<file path="config.mk">
export PLATFORM = sky130hd
export DESIGN_NAME = sorted_set_insert_query
export DESIGN_NICKNAME = d
export VERILOG_FILES = /design/src/sv/ssiq_pkg.sv /design/src/sv/sorted_set_insert_query.sv /design/src/sv/ssiq_cell.sv
export SDC_FILE = /design/constraint.sdc
export NUM_CORES = 1
export LEC_CHECK = 0
export BUFFER_PORTS_ARGS = -buffer_cell sky130_fd_sc_hd__buf_2
export CORE_MARGIN = 5
export CORE_UTILIZATION = 60
export CTS_CLUSTER_SIZE = 12
export DETAILED_ROUTE_END_ITERATION = 7
export PLACE_DENSITY_LB_ADDON = 0.12
export SLEW_MARGIN = 20
export SYNTH_ARGS = -nofsm -noshare
export SYNTH_HDL_FRONTEND = slang
export SYNTH_SLANG_ARGS = --single-unit
</file>
<file path="constraint.sdc">
create_clock -name clk -period 5.6 [get_ports clk]
set_input_delay 1.12 -clock clk [delete_from_list [all_inputs] [get_ports clk]]
set_output_delay 1.12 -clock clk [all_outputs]
set_load 0.005 [all_outputs]
</file>
<file path="src/sv/ssiq_pkg.sv">
package ssiq_pkg;

	localparam logic [1:0] OP_INSERT = 2'd0;
	localparam logic [1:0] OP_QUERY  = 2'd1;
	localparam logic [1:0] OP_CLEAR  = 2'd2;

	typedef struct packed {
		logic [1:0]         op;
		logic signed [31:0] value;
	} item_t;

	typedef struct packed {
		logic       present;
		logic       inserted;
		logic       dropped_full;
		logic [4:0] entry_count;
	} result_t;

	// capture: latch compare flags against the broadcast key
	// shift:   commit an insert, every cell past the slot takes its neighbour's entry
	typedef struct packed {
		logic capture;
		logic shift;
	} cell_ctrl_t;

endpackage

</file>
<file path="src/sv/sorted_set_insert_query.sv">
// Each item is first compared against the value in every cell at once; then the match flags
// are reduced, the row is shifted for an insert and the result goes to the output register.
// A new item is taken only once the last one has committed.
// A result left waiting in the output register holds the commit of the following item.
// Reset clears the entry count and handshake state; cell contents are not reset and are
// only looked at below the count.
module sorted_set_insert_query
	import ssiq_pkg::*;
#(
	parameter int CAPACITY = 16
) (
	input  logic    clk,
	input  logic    arst_n,
	input  logic    item_valid,
	output logic    item_ready,
	input  item_t   item,
	output logic    result_valid,
	input  logic    result_ready,
	output result_t result
);

	localparam int USED_W = $clog2(CAPACITY + 1);

	logic [USED_W-1:0]  used_q;
	logic [USED_W-1:0]  used_next;
	logic               busy_q;
	logic [1:0]         op_s1;
	logic signed [31:0] value_s1;
	logic               out_valid_q;
	result_t            out_q;

	logic               in_fire;
	logic               commit;
	logic               hit;
	logic               full;
	logic               do_insert;
	logic               do_drop;
	cell_ctrl_t         ctrl;
	result_t            res_d;

	logic signed [31:0] entry_w  [CAPACITY];
	logic               beyond_w [CAPACITY];
	logic [CAPACITY-1:0] eq_w;

	assign item_ready = !busy_q;
	assign in_fire    = item_valid && item_ready;
	assign commit     = busy_q && (!out_valid_q || result_ready);

	assign hit       = |eq_w;
	assign full      = (used_q == USED_W'(CAPACITY));
	assign do_insert = commit && (op_s1 == OP_INSERT) && !hit && !full;
	assign do_drop   = (op_s1 == OP_INSERT) && !hit && full;

	assign ctrl.capture = in_fire;
	assign ctrl.shift   = do_insert;

	for (genvar i = 0; i < CAPACITY; i++) begin : g_cell
		logic signed [31:0] prev_entry;
		logic               prev_beyond;
		if (i == 0) begin : g_head
			assign prev_entry  = '0;
			assign prev_beyond = 1'b0;
		end else begin : g_link
			assign prev_entry  = entry_w[i-1];
			assign prev_beyond = beyond_w[i-1];
		end

		ssiq_cell u_cell (
			.clk         (clk),
			.arst_n      (arst_n),
			.ctrl        (ctrl),
			.key         (item.value),
			.ins_value   (value_s1),
			.valid       (used_q > USED_W'(i)),
			.prev_entry  (prev_entry),
			.prev_beyond (prev_beyond),
			.entry       (entry_w[i]),
			.eq          (eq_w[i]),
			.beyond      (beyond_w[i])
		);
	end

	always_comb begin
		used_next          = used_q;
		res_d.present      = 1'b0;
		res_d.inserted     = 1'b0;
		res_d.dropped_full = 1'b0;
		unique case (op_s1)
			OP_INSERT: begin
				res_d.present      = hit;
				res_d.dropped_full = do_drop;
				res_d.inserted     = !hit && !full;
				if (!hit && !full) begin
					used_next = used_q + 1'b1;
				end
			end
			OP_QUERY: begin
				res_d.present = hit;
			end
			OP_CLEAR: begin
				used_next = '0;
			end
			default: begin
			end
		endcase
		res_d.entry_count = 5'(used_next);
	end

	always_ff @(posedge clk or negedge arst_n) begin
		if (!arst_n) begin
			busy_q      <= 1'b0;
			used_q      <= '0;
			out_valid_q <= 1'b0;
		end else begin
			if (in_fire) begin
				busy_q <= 1'b1;
			end else if (commit) begin
				busy_q <= 1'b0;
			end
			if (commit) begin
				used_q      <= used_next;
				out_valid_q <= 1'b1;
			end else if (result_ready) begin
				out_valid_q <= 1'b0;
			end
		end
	end

	always_ff @(posedge clk) begin
		if (in_fire) begin
			op_s1    <= item.op;
			value_s1 <= item.value;
		end
		if (commit) begin
			out_q <= res_d;
		end
	end

	assign result_valid = out_valid_q;
	assign result       = out_q;

	a_used_bound: assert property (@(posedge clk) disable iff (!arst_n)
		used_q <= USED_W'(CAPACITY))
		else $error("entry count beyond capacity");

	a_insert_count: assert property (@(posedge clk) disable iff (!arst_n)
		do_insert |=> used_q == $past(used_q) + 1'b1)
		else $error("insert did not advance entry count");

	a_drop_full: assert property (@(posedge clk) disable iff (!arst_n)
		(commit && do_drop) |-> used_q == USED_W'(CAPACITY))
		else $error("insert dropped with room left");

	a_flags_excl: assert property (@(posedge clk) disable iff (!arst_n)
		result_valid |-> !(result.inserted && (result.present || result.dropped_full)))
		else $error("inserted flagged together with present or dropped");

	a_commit_hold: assert property (@(posedge clk) disable iff (!arst_n)
		(busy_q && out_valid_q && !result_ready) |=> busy_q && $stable(used_q))
		else $error("commit went ahead while result was waiting");

endmodule

</file>
<file path="src/sv/ssiq_cell.sv">
module ssiq_cell
	import ssiq_pkg::*;
(
	input  logic               clk,
	input  logic               arst_n,
	input  cell_ctrl_t         ctrl,
	input  logic signed [31:0] key,
	input  logic signed [31:0] ins_value,
	input  logic               valid,
	input  logic signed [31:0] prev_entry,
	input  logic               prev_beyond,
	output logic signed [31:0] entry,
	output logic               eq,
	output logic               beyond
);

	logic signed [31:0] entry_q;
	logic               eq_s1;
	logic               beyond_s1;

	// an empty cell counts as lying past the insertion point
	always_ff @(posedge clk or negedge arst_n) begin
		if (!arst_n) begin
			eq_s1     <= 1'b0;
			beyond_s1 <= 1'b0;
		end else if (ctrl.capture) begin
			eq_s1     <= valid && (entry_q == key);
			beyond_s1 <= !valid || (entry_q > key);
		end
	end

	always_ff @(posedge clk) begin
		if (ctrl.shift && beyond_s1) begin
			entry_q <= prev_beyond ? prev_entry : ins_value;
		end
	end

	assign entry  = entry_q;
	assign eq     = eq_s1;
	assign beyond = beyond_s1;

endmodule

</file>
==> impl_metrics.ini <==
[detailed_routing]
viasPerCell = 6.43
ant_nets = 0
dr.first_iter.drc_count = 1593
route.vias.total = 23172
wire_length_per_cell_after_detailed_routing_microns = 23.1
first_pass_iters = 5
number_of_design_rule_violations_left_after_detail_routing = 0
post_detailed_routing_wire_length_microns = 83100

[clocking]
clock_tree_sinks = 593
cts_hold_buffers = 0
clock_path_buffers = 3
post-cts-setup-buffer-count = 0
numCtsBuffers = 67
buffer_type_at_the_clock_tree_root = sky130_fd_sc_hd__clkbuf_16
clk_transition_reported_paths_ns = 0.06
tritoncts = yes
clk-insertion-delay-late_ns = 0.60
ctsHtreeMaxLevel = 3
post_cts_resize_count = 0

[critical_path]
critPathSlowestCell = sky130_fd_sc_hd__nor3_2
worst_ep_required_time_ns = 5.87
critical_path.endpoint_type = register
critPathArrivalTime_ns = 4.22
path_buf_inv = 1
worst-path-max-fanout = 17
cell_chain_critical_path = nor4_1, nand4_1, nor2_1, nand2_1, nor3_2, and2_1, buf_4
cp_top_family = simple AND/OR/NAND/NOR gates
critPathMaxStageDelay_ns = 0.81
setup.worst_path.start_class = register
timing_worst_setup_path_type = reg2reg

[logic_synthesis]
yosysMostFrequentCell = sky130_fd_sc_hd__edfxtp_1
synthCells = 2724
syn_avg_cell_area_sq_um = 13.0
synth_async_sr_flop_share_pct = 6.58
yosysWarnings = 0
ys_top_cells_by_count = sky130_fd_sc_hd__edfxtp_1, sky130_fd_sc_hd__ha_1, sky130_fd_sc_hd__mux2_2
post-synth-top-area-cell = sky130_fd_sc_hd__edfxtp_1
synth-seq-area-share_pct = 49.8
synth-seq-cells = 593
netlist_area_sq_um = 35400
synth.top_cell.area_share_pct = 47.0
synth.net_count = 3279
ys_top_cells_by_area = sky130_fd_sc_hd__edfxtp_1, sky130_fd_sc_hd__ha_1, sky130_fd_sc_hd__mux2_2
synth-main-ff-cell = sky130_fd_sc_hd__edfxtp_1
synth_cell_type_count = 49
synth_enable_flop_cells = 554

[floorplan]
die-area_sq_um = 64000
io_pins = 48
core-area_sq_um = 58700
chipWidth_microns = 253
rows = 89
starting_density_of_the_core_pct = 60.3
die_h_microns = 253

[timing]
worstMarginPinSlew_ns = 0.946
timing.fmax_mhz = 253
setup_viol = 0
setup_repair_after_global_routing_missed_its_margin = false
timing_max_transition_violations_final = 0
max_slew_margin_pct = 36.6
final_min_period_ns = 3.96
final_layout_setup_total_negative_slack_ns = 0
layout_worst_path_cycle_share_pct = 70.6
fin_skew_ns = 0.0311
hold_viol_final = 0

[power]
p_switching_uw = 4330
sw_frac_of_total_pct = 29.7
cellLeakagePower_uw = 0.0149
seq_power_share_pct = 43.7
share_comb_of_total_power_pct = 26.2
power.density_cell_area_nw_per_um2 = 377
cell_internal_pwr_uw = 10300
ir_drop_mv = 0.338
pwr-share-clk_pct = 30.0
totalPowerFinal_uw = 14600

[grt]
grt_pass1_vias = 24301
global_route.overflow_total = 0
grt_util_all_layers_pct = 25.4
number_of_antenna_violations_at_the_first_check_in_global_routing = 0
maximum_number_of_pins_on_one_net_before_global_route_repair = 40
grt_first_pass_wirelength_microns = 129000

[placed_design]
gpl.final_weighted_congestion = 0.914
placed_cells_incl_taps = 3487
portBuffers = 47
dpl_wire_length_microns = 63400
placed_area_sq_um = 36600

[final_layout]
finalInstanceArea_sq_um = 38700
area_delta_synth_final_pct = 9.33
n_antenna_cell = 0
num-nets-final = 3338
fin_cells = 3604
final_core_util_pct = 66.0
post_route_cells_drive_above_1_share_pct = 23.9

[hold_path]
hold_path.class = reg2reg

[outcome]
status = finished clean

[job]
cap_violations = 0
cells by family (layout without fill, tap and decap cells):
logic type                 after synthesis  count (layout)  share of synthesized area (%)
and+or+nand+nor                        510             510                           7.25
muxes                                  481             481                           15.3
buffers and inverters                  167             274                           1.77
xor gates and xnor gates                18              18                          0.445
adders and majority gates              517             517                           18.3
DFF                                    593             593                           49.8
AOI/OAI and AO/OA                      438             438                           7.21
sequential cells by signal, summed over array words and instances (netlist names):
| register | cells |
|---|---|
| busy_q | 1 |
| g_cell.u_cell.beyond | 16 |
| g_cell.u_cell.entry | 512 |
| g_cell.u_cell.eq | 16 |
| op_s1 | 2 |
| result | 8 |
| result_valid | 1 |
| used_q | 5 |
| value_s1 | 32 |
power groups by stage:
| stage | Sequential, uW | Clock (uW) | Combinational (uW) |
|---|---|---|---|
| 2_1_floorplan | 6090 | 0 | 3080 |
| 3_3_place_gp | 6420 | 0 | 3640 |
| 3_5_place_dp | 6460 | 0 | 3790 |
| 4_1_cts | 6370 | 4440 | 3830 |
| 5_1_grt | 6450 | 4620 | 4190 |
| 6_report | 6390 | 4390 | 3830 |
cell type report:
type / count / area (sq um)
tap: 773 / 967
sequential: 593 / 17600
clock buffer: 96 / 1920
clock inverter: 21 / 224
timing repair buffer: 93 / 581
multi-input combinational: 1964 / 17200
fill: 4154 / 20000
inverter: 64 / 240
layout by cell type, fill, tap and decap left out, types with 39 or more instances in the layout:
cell / n
sky130_fd_sc_hd__o21ai_0: 53
sky130_fd_sc_hd__nand2_1: 155
sky130_fd_sc_hd__buf_2: 47
sky130_fd_sc_hd__nand3_1: 78
sky130_fd_sc_hd__nand4_1: 107
sky130_fd_sc_hd__nor2_1: 51
sky130_fd_sc_hd__clkbuf_16: 71
sky130_fd_sc_hd__ha_1: 517
sky130_fd_sc_hd__mux2_2: 481
sky130_fd_sc_hd__edfxtp_1: 554
sky130_fd_sc_hd__dfrtp_1: 39
sky130_fd_sc_hd__a21oi_1: 244
sky130_fd_sc_hd__inv_1: 60
sky130_fd_sc_hd__buf_4: 46
through the flow:
step	hold slack (ns)	worst slack [ns]
after floorplan	0.447	2.40
after global placement	0.461	1.20
after detailed placement	0.466	1.22
after CTS	0.486	1.70
after global routing	0.509	1.36
final	0.482	1.64
worst paths after layout:
| kind | start | endpoint | slack (ns) | cells past startpoint |
|---|---|---|---|---|
| worst max-delay path | g_cell[2].u_cell.eq | g_cell[11].u_cell.entry[31] | 1.64 | 7 |
| worst min-delay path | g_cell[4].u_cell.eq | g_cell[4].u_cell.eq | 0.48 | 2 |
| worst max register to register | g_cell[2].u_cell.eq | g_cell[11].u_cell.entry[31] | 1.64 | 7 |
| worst min register to register | g_cell[4].u_cell.eq | g_cell[4].u_cell.eq | 0.48 | 2 |
| max in group asynchronous | arst_n | g_cell[6].u_cell.eq | 4.58 | 2 |
| min in group asynchronous | arst_n | result_valid | 0.60 | 2 |
worst register-to-register path, cell delays in order (launching register included):
cell                      delay (ns)
sky130_fd_sc_hd__dfrtp_1        0.38
sky130_fd_sc_hd__nor4_1         0.65
sky130_fd_sc_hd__nand4_1        0.30
sky130_fd_sc_hd__nor2_1         0.15
sky130_fd_sc_hd__nand2_1        0.20
sky130_fd_sc_hd__nor3_2         0.81
sky130_fd_sc_hd__and2_1         0.74
sky130_fd_sc_hd__buf_4          0.37
per-layer routing:
metal | track usage (%) | share of wire [%] | vias up
li1 | - | - | 10806
met1 | 31.8 | 42 | 11575
met2 | 44.8 | 50 | 626
met3 | 3.49 | 4.8 | 165
met4 | 10.0 | 3.6 | 0
met5 | 0 | 0 | -
No activity file was read; power rests on OpenSTA's default activity.
